File: config.mk
export PLATFORM = sky130hd
export DESIGN_NAME = postfix_expression_evaluator
export DESIGN_NICKNAME = d
export VERILOG_FILES = /design/src/hdl/pfe_pkg.sv /design/src/hdl/postfix_expression_evaluator.sv
export SDC_FILE = /design/constraint.sdc
export NUM_CORES = 2
export LEC_CHECK = 0
export ABC_AREA = 1
export BUFFER_PORTS_ARGS = -buffer_cell sky130_fd_sc_hd__buf_2
export CORE_MARGIN = 1.5
export CORE_UTILIZATION = 32
export DETAILED_ROUTE_END_ITERATION = 12
export PLACE_DENSITY_LB_ADDON = 0.15
export SLEW_MARGIN = 20
export SYNTH_ARGS = -nofsm -noshare
export SYNTH_HDL_FRONTEND = slang
export SYNTH_SLANG_ARGS = --single-unit
File: constraint.sdc
create_clock -name clk_i -period 21.8 [get_ports clk_i]
set_clock_uncertainty 0.2 [all_clocks]
set_input_delay 3.27 -clock clk_i [delete_from_list [all_inputs] [get_ports clk_i]]
set_output_delay 3.27 -clock clk_i [all_outputs]
set_load 0.005 [all_outputs]
File: src/hdl/pfe_pkg.sv
// Shared constants, status codes and controller states for the postfix expression evaluator.
// Has no dependencies; the evaluator top level imports it.
`default_nettype none

package pfe_pkg;

  // Stack geometry and operand width
  localparam int unsigned STACK_DEPTH = 64;
  localparam int unsigned VALUE_WIDTH = 32;
  localparam int unsigned ADDR_W      = $clog2(STACK_DEPTH);
  localparam int unsigned CNT_W       = $clog2(STACK_DEPTH + 1);
  localparam int unsigned DIV_CNT_W   = $clog2(VALUE_WIDTH);

  // Expression characters
  localparam logic [7:0] CHAR_ZERO  = 8'h30;
  localparam logic [7:0] CHAR_NINE  = 8'h39;
  localparam logic [7:0] CHAR_PLUS  = 8'h2B;
  localparam logic [7:0] CHAR_MINUS = 8'h2D;
  localparam logic [7:0] CHAR_STAR  = 8'h2A;
  localparam logic [7:0] CHAR_SLASH = 8'h2F;

  // Expression status, first error wins
  typedef enum logic [1:0] {
    ST_OK    = 2'd0,
    ST_UNDER = 2'd1,
    ST_DIVZ  = 2'd2,
    ST_OVER  = 2'd3
  } status_e;

  // Controller states
  typedef enum logic [2:0] {
    S_IDLE,
    S_EXEC,
    S_DIV,
    S_DWR,
    S_TOP,
    S_EMIT
  } state_e;

  // Record an error only if none was seen yet
  function automatic status_e note_err(input status_e cur, input status_e code);
    note_err = (cur == ST_OK) ? code : cur;
  endfunction

endpackage

`default_nettype wire

File: src/hdl/postfix_expression_evaluator.sv
// Postfix evaluator: operand stack in a synchronous RAM with an iterative restoring divider.
// Each character is taken in S_IDLE and run in S_EXEC; a / then runs the bit-serial divider in
// S_DIV and writes the quotient in S_DWR. The last character adds S_TOP (top-of-stack read) and
// S_EMIT (result load). One transaction is in work at a time; the result register lets the next
// one start while the previous result waits. Async active-low reset clears stack count, status
// and handshake state; the stack RAM is not cleared (entries are written before they are read).
// Depends on pfe_pkg.
`default_nettype none

module postfix_expression_evaluator import pfe_pkg::*; (
  input  wire logic                          clk_i,
  input  wire logic                          rst_ni,
  input  wire logic                          in_valid_i,
  output logic                               in_ready_o,
  input  wire logic [7:0]                    symbol_i,
  input  wire logic                          last_i,
  output logic                               out_valid_o,
  input  wire logic                          out_ready_i,
  output logic signed [VALUE_WIDTH-1:0]      value_o,
  output logic [1:0]                         status_o
);

  localparam logic [CNT_W-1:0]     CNT_FULL = CNT_W'(STACK_DEPTH);
  localparam logic [CNT_W-1:0]     CNT_ONE  = CNT_W'(1);
  localparam logic [CNT_W-1:0]     CNT_TWO  = CNT_W'(2);
  localparam logic [DIV_CNT_W-1:0] DIV_LAST = DIV_CNT_W'(VALUE_WIDTH - 1);

  // Control state
  state_e                  state_q, state_d;
  logic [CNT_W-1:0]        count_q, count_d;
  status_e                 err_q, err_d;
  logic                    out_valid_q;

  // Latched transaction
  logic [7:0]              sym_q;
  logic                    last_q;

  // Stack RAM and its registered read ports
  logic [VALUE_WIDTH-1:0]  stack_mem [STACK_DEPTH];
  logic [VALUE_WIDTH-1:0]  rd_a_q, rd_b_q;
  logic [ADDR_W-1:0]       rd_a_addr, rd_b_addr;
  logic                    wr_en;
  logic [ADDR_W-1:0]       wr_addr;
  logic [VALUE_WIDTH-1:0]  wr_data;

  // Divider
  logic [VALUE_WIDTH:0]    rem_q;
  logic [VALUE_WIDTH-1:0]  quo_q, dvs_q;
  logic                    neg_q;
  logic [DIV_CNT_W-1:0]    div_cnt_q;
  logic [VALUE_WIDTH:0]    rem_shift, rem_trial;
  logic                    div_start;

  // Result register
  logic [VALUE_WIDTH-1:0]  value_q;
  status_e                 status_q;
  logic                    emit;

  // Decode and operands
  logic                    is_digit, under, div_go;
  logic [3:0]              digit;
  logic [CNT_W-1:0]        pop_cnt;
  logic [VALUE_WIDTH-1:0]  opnd_r, opnd_l, prod, mag_l, mag_r, quot;
  status_e                 err_pop;

  assign is_digit = (sym_q >= CHAR_ZERO) && (sym_q <= CHAR_NINE);
  assign digit    = 4'(sym_q - CHAR_ZERO);
  assign under    = count_q < CNT_TWO;
  assign pop_cnt  = under ? '0 : count_q - CNT_TWO;
  assign opnd_r   = (count_q >= CNT_ONE) ? rd_a_q : '0;
  assign opnd_l   = under ? '0 : rd_b_q;
  assign prod     = opnd_l * opnd_r;
  assign mag_l    = opnd_l[VALUE_WIDTH-1] ? (~opnd_l + 1'b1) : opnd_l;
  assign mag_r    = opnd_r[VALUE_WIDTH-1] ? (~opnd_r + 1'b1) : opnd_r;
  assign err_pop  = under ? note_err(err_q, ST_UNDER) : err_q;
  assign div_go   = !is_digit && (sym_q == CHAR_SLASH) && (opnd_r != '0);
  assign quot     = neg_q ? (~quo_q + 1'b1) : quo_q;

  // Read top two entries every cycle; data is used the cycle after
  assign rd_a_addr = count_q[ADDR_W-1:0] - ADDR_W'(1);
  assign rd_b_addr = count_q[ADDR_W-1:0] - ADDR_W'(2);

  // One restoring-division step
  assign rem_shift = {rem_q[VALUE_WIDTH-1:0], quo_q[VALUE_WIDTH-1]};
  assign rem_trial = rem_shift - {1'b0, dvs_q};

  // Next state
  always_comb begin
    state_d = state_q;
    case (state_q)
      S_IDLE: begin
        if (in_valid_i) state_d = S_EXEC;
      end
      S_EXEC: begin
        if (div_go) state_d = S_DIV;
        else        state_d = last_q ? S_TOP : S_IDLE;
      end
      S_DIV: begin
        if (div_cnt_q == DIV_LAST) state_d = S_DWR;
      end
      S_DWR: begin
        state_d = last_q ? S_TOP : S_IDLE;
      end
      S_TOP: begin
        state_d = S_EMIT;
      end
      S_EMIT: begin
        if (!out_valid_q || out_ready_i) state_d = S_IDLE;
      end
      default: state_d = S_IDLE;
    endcase
  end

  // Datapath control: stack writes, count, status, divider start, result load
  always_comb begin
    in_ready_o = 1'b0;
    wr_en      = 1'b0;
    wr_addr    = pop_cnt[ADDR_W-1:0];
    wr_data    = '0;
    count_d    = count_q;
    err_d      = err_q;
    div_start  = 1'b0;
    emit       = 1'b0;
    case (state_q)
      S_IDLE: begin
        in_ready_o = 1'b1;
      end
      S_EXEC: begin
        if (is_digit) begin
          // push digit, drop it on a full stack
          if (count_q >= CNT_FULL) begin
            err_d = note_err(err_q, ST_OVER);
          end else begin
            wr_en   = 1'b1;
            wr_addr = count_q[ADDR_W-1:0];
            wr_data = VALUE_WIDTH'(digit);
            count_d = count_q + CNT_ONE;
          end
        end else begin
          err_d   = err_pop;
          count_d = pop_cnt;
          case (sym_q)
            CHAR_PLUS: begin
              wr_en   = 1'b1;
              wr_data = opnd_l + opnd_r;
              count_d = pop_cnt + CNT_ONE;
            end
            CHAR_MINUS: begin
              wr_en   = 1'b1;
              wr_data = opnd_l - opnd_r;
              count_d = pop_cnt + CNT_ONE;
            end
            CHAR_STAR: begin
              wr_en   = 1'b1;
              wr_data = prod;
              count_d = pop_cnt + CNT_ONE;
            end
            CHAR_SLASH: begin
              if (opnd_r == '0) begin
                err_d   = note_err(err_pop, ST_DIVZ);
                wr_en   = 1'b1;
                count_d = pop_cnt + CNT_ONE;
              end else begin
                div_start = 1'b1;
              end
            end
            default: begin
              // operands are discarded
            end
          endcase
        end
      end
      S_DWR: begin
        wr_en   = 1'b1;
        wr_addr = count_q[ADDR_W-1:0];
        wr_data = quot;
        count_d = count_q + CNT_ONE;
      end
      S_EMIT: begin
        if (!out_valid_q || out_ready_i) begin
          emit    = 1'b1;
          count_d = '0;
          err_d   = ST_OK;
        end
      end
      default: begin
      end
    endcase
  end

  // Control registers
  always_ff @(posedge clk_i or negedge rst_ni) begin
    if (!rst_ni) begin
      state_q     <= S_IDLE;
      count_q     <= '0;
      err_q       <= ST_OK;
      out_valid_q <= 1'b0;
      div_cnt_q   <= '0;
    end else begin
      state_q <= state_d;
      count_q <= count_d;
      err_q   <= err_d;
      if (emit)             out_valid_q <= 1'b1;
      else if (out_ready_i) out_valid_q <= 1'b0;
      if (div_start)            div_cnt_q <= '0;
      else if (state_q == S_DIV) div_cnt_q <= div_cnt_q + 1'b1;
    end
  end

  // Stack RAM: one write port, two registered read ports
  always_ff @(posedge clk_i) begin
    if (wr_en) stack_mem[wr_addr] <= wr_data;
    rd_a_q <= stack_mem[rd_a_addr];
    rd_b_q <= stack_mem[rd_b_addr];
  end

  // Payload registers: transaction, divider, result
  always_ff @(posedge clk_i) begin
    if (in_valid_i && in_ready_o) begin
      sym_q  <= symbol_i;
      last_q <= last_i;
    end
    if (div_start) begin
      rem_q <= '0;
      quo_q <= mag_l;
      dvs_q <= mag_r;
      neg_q <= opnd_l[VALUE_WIDTH-1] ^ opnd_r[VALUE_WIDTH-1];
    end else if (state_q == S_DIV) begin
      if (!rem_trial[VALUE_WIDTH]) begin
        rem_q <= rem_trial;
        quo_q <= {quo_q[VALUE_WIDTH-2:0], 1'b1};
      end else begin
        rem_q <= rem_shift;
        quo_q <= {quo_q[VALUE_WIDTH-2:0], 1'b0};
      end
    end
    if (emit) begin
      value_q  <= (count_q == '0) ? '0 : rd_a_q;
      status_q <= (count_q == '0) ? note_err(err_q, ST_UNDER) : err_q;
    end
  end

  assign out_valid_o = out_valid_q;
  assign value_o     = value_q;
  assign status_o    = status_q;

  // Checks
  a_count_bound: assert property (@(posedge clk_i) disable iff (!rst_ni)
    count_q <= CNT_FULL) else $error("stack count beyond depth");

  a_dwr_after_div: assert property (@(posedge clk_i) disable iff (!rst_ni)
    state_q == S_DWR |-> $past(state_q == S_DIV)) else $error("quotient write without divide");

  a_rose_from_emit: assert property (@(posedge clk_i) disable iff (!rst_ni)
    $rose(out_valid_q) |-> $past(state_q == S_EMIT)) else $error("result without emit");

  a_emit_clears: assert property (@(posedge clk_i) disable iff (!rst_ni)
    emit |=> (count_q == '0) && (err_q == ST_OK)) else $error("stack not cleared after result");

  a_div_start: assert property (@(posedge clk_i) disable iff (!rst_ni)
    div_start |=> (state_q == S_DIV) && (div_cnt_q == '0)) else $error("divider start lost");

endmodule

`default_nettype wire

# ---- After elaboration in Yosys (flattened, before gate mapping)
# Memory sizes are Yosys's and may differ from the RTL's. A register that Yosys moved wholly into a read port is not among the register bits.
# Cells that the tools add are included.
dict set report word_totals {
  regBits 158
  latch_bits 0
  ramBits 2048
  rom_bits 0
  inputBits 13
  wordCells 133
  memories 1
}
# name words word_bits rd rd_clocked_by_memory_dff write_ports line_no
set memory_table {}
lappend memory_table {stack_mem 64 32 2 2 1 postfix_expression_evaluator.sv:39} ;# logic [VALUE_WIDTH-1:0] stack_mem [STACK_DEPTH];
dict set report op_classes {
  add_sub_neg 13
  n_mul 1
  div_mod_pow 0
  order_cmp 5
  n_eq_ne 16
  n_shift 0
  n_mux 58
  bitwise 4
  reduce_logical 21
}
# op n
set op_table {}
lappend op_table {{2-to-1 mux 32 bit} 8}
lappend op_table {{adder 32 x 1 -> 32 bit, second input constant} 3}
lappend op_table {{inverter 32 bit} 3}
lappend op_table {{one-hot mux 32 bit (3 select lines)} 1}
lappend op_table {{one-hot mux 32 bit (2 select lines)} 1}
lappend op_table {{2-to-1 mux 7 bit} 5}
lappend op_table {{subtractor 33 x 32 -> 33 bit} 1}
lappend op_table {{adder 32 bit} 1}
lappend op_table {{equality test 8 x 6 -> 1 bit, second input constant} 4}
lappend op_table {{logical NOT 32 bit} 1}
lappend op_table {{multiplier 32 x 32 -> 32 bit} 1}
lappend op_table {{nonzero test 32 bit} 1}
lappend op_table {{subtractor 32 bit} 1}
lappend op_table {{2-to-1 mux 31 bit} 1}
lappend op_table {{one-hot mux 7 bit (3 select lines)} 1}
lappend op_table {{2-to-1 mux 2 bit} 10}
lappend op_table {{one-hot mux 3 bit (6 select lines)} 1}
lappend op_table {{2-to-1 mux 1 bit} 15}
lappend op_table {{2-to-1 mux 3 bit} 5}
lappend op_table {{adder 7 x 1 -> 7 bit, second input constant} 2}
lappend op_table {{one-hot mux 7 bit (2 select lines)} 1}
lappend op_table {{2-to-1 mux 6 bit} 2}
lappend op_table {{one-hot mux 6 bit (2 select lines)} 1}
lappend op_table {{2-to-1 mux 5 bit} 2}
lappend op_table {{other kinds (31)} 46}

# ---- Depth between registers and ports, before layout
dict set report depth {
  ltp_word 9
  mapped_depth 49
  ltp_nobuf 44
}

# ---- Worst setup path after synthesis
# No wires, ideal clock.
dict set report synth_timing {
  path_type {register -> register}
  start {reg count_q[1]}
  end {mem stack_mem[0][24], data pin}
  arrival_time_ns 9.646
  t_required_ns 20.899
  slack_ns 11.253
  stages_incl_launch_ff 43
  period_less_slack_ns 10.547
  cell_sequence {dfrtp_1 > clkbuf_1 > inv_1 > clkbuf_1 > clkbuf_1 > clkbuf_1 > ha_1 > nand2_1 > nand2_2 > nor2_8 > nand2_8 > buf_8 > nand2_1 > inv_1 > clkbuf_1 > buf_1 > nand2_1 > fa_1 > [7 not listed] > inv_1 > fa_1 > inv_1 > fa_1 > fa_1 > ha_1 > nand2_1 > nor2_1 > inv_1 > nor2_1 > nor2_1 > o21ai_0 > nand3_1 > nand2_1 > xnor2_1 > o21ai_0 > nand2_1 > o21ai_0}
}
dict set report synth_via {
  elab_chain_len 6
  elab_cells_between_ends 10
}
# element line_no
set synth_lines {}
lappend synth_lines {{start, declared} postfix_expression_evaluator.sv:30} ;# logic [CNT_W-1:0] count_q, count_d;
lappend synth_lines {{start signal, assigned} postfix_expression_evaluator.sv:201} ;# count_q <= count_d;
lappend synth_lines {{less-than comparator 7 x 2 -> 1 bit or >= comparator 7 x 1 -> 1 bit (tied branches)} {postfix_expression_evaluator.sv:68, postfix_expression_evaluator.sv:70}}
lappend synth_lines {{2-to-1 mux 32 bit (on tied branches)} {postfix_expression_evaluator.sv:71, postfix_expression_evaluator.sv:70}}
lappend synth_lines {{multiplier 32 x 32 -> 32 bit, or another cell as far along} postfix_expression_evaluator.sv:72} ;# assign prod = opnd_l * opnd_r;
lappend synth_lines {{one-hot mux 32 bit (3 select lines) *} postfix_expression_evaluator.sv:142} ;# case (sym_q)
lappend synth_lines {{2-to-1 mux 32 bit *} postfix_expression_evaluator.sv:129} ;# if (is_digit) begin
lappend synth_lines {{one-hot mux 32 bit (2 select lines) *} postfix_expression_evaluator.sv:124} ;# case (state_q)
lappend synth_lines {{via wr_data[24]} postfix_expression_evaluator.sv:44} ;# logic [VALUE_WIDTH-1:0] wr_data;
lappend synth_lines {{end, declared} postfix_expression_evaluator.sv:39}
# Mark *: on every way through the listed nets, which the timed path passes. The rest lies on a longest branch.

# ---- Worst setup path in the final report
dict set report layout_timing {
  start {reg count_q[1]}
  end {mem stack_mem[24][26], data pin}
}
# Same word-level chain as after synthesis.

==> run metrics <==
status=completed; max-cap violations=0; storage element area=about 0.067 mm^2; Worst path slowest cell=inv_1; row count=approximately 230; # resized after CTS=0; Starting Density=0.321; DR vias/cell=5.79; arrival time of the worst setup path=between 10 and 15 ns; sequential fraction of the synthesis area=0.525; first-pass GRT wire length=753 mm; layout overhead on the synthesized area=11.9%; Synth Cell Area=approximately 0.13 mm^2; Clock Pin Slew Worst Setup and Hold Paths=approximately 0.060 ns; Multi-input gate area=0.0551 mm^2; most frequent cells after synthesis=3319 x nor2_1, 2843 x o21ai_0, 2156 x edfxtp_1; Finished Layout Cells=approximately 19000; DRC viols=0; final setup fails=0; Min-Delay Path Class=reg2reg; Fin Setup TNS=0 ns; most used cell, CP=nand2_1; number of cells after detailed placement=around 18000; clock sink total=~2300; htree depth=5; post-route ant nets=0; vias in the first global route=approximately 100k; drt total wl=about 540 mm; Synth Instances=about 14000; Avg Cell Area, Syn=just over 9 um^2; finished layout cell area=around 0.14 mm^2; Synth Flop Type=edfxtp_1; synth warn=0; required time of the critical path=22.18 ns; routed vias=between 100k and 150k; CTS tree=done; synthesis-stage register bit count=~2300; Post-synth EDFFs=about 2200; count leader, synth=nor2_1; number of buffers added for setup after CTS=0; synth top area cells=edfxtp_1 51%, o21ai_0 11%, nor2_1 9.7%; Worst Hold Slack=between 0.2 and 0.3 ns; Clock Tree Root=clkbuf_16; FILL cells=between 30000 and 40000; GRT overflow=0; Die Area=approximately 0.40 mm^2; router iterations before antenna repair=8; CP Launch Type=flop; RSZ-0062 raised after global routing=false; GP Congestion=0.941; fin crit share=0.583; hpwl dp=around 320 mm; Syn Nets=approximately 14000; Synth area leader=edfxtp_1; clock tree buffer depth=4; crit-path max FO=83; FFs w/ async S/R, synth=0.00793; top cell type's share of synthesized area=0.506; Nets=13900; fmax=a little under 80 MHz; CP max stage delay=roughly 0.77 ns; Pins Over Slew Limit=0; Slew @ Worst Pin=between 1 and 1.5 ns; die height=635 um; worst skew pair latency=around 0.96 ns; Port Buffers=48; CP endpoint kind=flop; largest net degree at the start of global routing=200; Core Area=about 0.4 mm^2; # hold bufs at CTS=0; GRT Total Usage=0.256; Die Width=roughly 640 um; initial antenna violation count=37; synth unique cells=66; WL per Instance=28.5 um; share of cells above drive strength 1=0.0718; TritonCTS buffer count=between 200 and 300; Final Hold Vio Count=0; Ports=approximately 50; Rel. slew slack=0.107; Placed Area=around 0.13 mm^2; Tmin final=roughly 13 ns; crit path kind=reg2reg; initial DRC count=between 10000 and 15000
## layout make-up
class,count,area share
inverter,732,0.0196
clock buffer,362,0.0528
timing repair buffer,334,0.0183
multi-input combinational,9687,0.385
antenna,19,0.000332
clock inverter,132,0.00876
tap,5265,0.0460
sequential,2270,0.469
## placed cells by master, fill, tap and decap left out, drive strengths merged, types with 9 or more instances in the layout
master  instances
a21oi         144
a31oi          16
buf           334
bufinv         20
clkbuf        362
clkinv        107
dfrtp          18
dfxtp          96
diode          19
edfxtp       2156
fa            410
ha            199
inv           732
nand2         871
nand3         157
nand4          35
nor2         3334
nor3           38
nor4           15
o211ai         49
o21a            9
o21ai        2848
o21bai         10
o221ai         29
o22ai        1241
o32ai          70
or2            33
xnor2          36
xor2           83
## worst max-delay path: cells and delay by family, from the launching register on
kind / cells / cell delay [ns]
DFF: 1 / 0.75
and+or+nand+nor: 14 / 2.22
buffers and inverters: 7 / 2.76
adders and majority gates: 10 / 4.11
AOI/OAI and AO/OA: 7 / 2.14
## routing by layer
| layer | routed length (um) | share of wire | vias up | GRT usage |
|---|---|---|---|---|
| met5 | 48 | 0.000090 | - | 0 |
| met1 | 227000 | 0.42 | 54700 | 0.351 |
| met4 | 24200 | 0.045 | 8 | 0.107 |
| li1 | - | - | 47700 | - |
| met2 | 234000 | 0.44 | 5388 | 0.392 |
| met3 | 49300 | 0.092 | 985 | 0.0518 |
## state kept, by name, summed over array words and instances, names as in the netlist
register	flops
stack_mem	2048
dvs_q	32
quo_q	32
rd_a_q	32
rd_b_q	32
rem_q	32
value_o	32
sym_q	8
count_q	7
div_cnt_q	5
state_q	3
err_q	2
status_o	2
last_q	1
neg_q	1
out_valid_o	1
## per-stage QoR
step	utilization	setup slack, ns
after floorplan	-	11.25
after global routing	0.359	8.68
after detailed placement	0.337	9.29
final	0.359	9.08
after global placement	0.337	9.27
after CTS	0.359	9.25
## logic make-up after synthesis
| family | synth area share |
|---|---|
| adder cells (fa/ha/maj) | 0.0836 |
| AND/OR/NAND/NOR | 0.139 |
| multiplexers | 0.0000880 |
| XOR/XNOR | 0.00832 |
| buffers and inverters | 0.0521 |
| flip-flops | 0.525 |
| AO/OA/AOI/OAI | 0.193 |
## worst paths after layout
check | startpoint | endpoint | slack (ns) | cells after the start
max | count_q[1] | stack_mem[24][26] | 9.08 | 38
max in group asynchronous | rst_ni | count_q[0] | 18.52 | 1
min in group asynchronous | rst_ni | out_valid_o | 2.22 | 1
min reg2reg | rem_q[22] | rem_q[22] | 0.27 | 2
max reg2reg | count_q[1] | stack_mem[24][26] | 9.08 | 38
min | rem_q[22] | rem_q[22] | 0.27 | 2
Power is left out: the tool's default activity adds up to more than one toggle a clock period on the data nets, which glitch-free logic cannot reach.
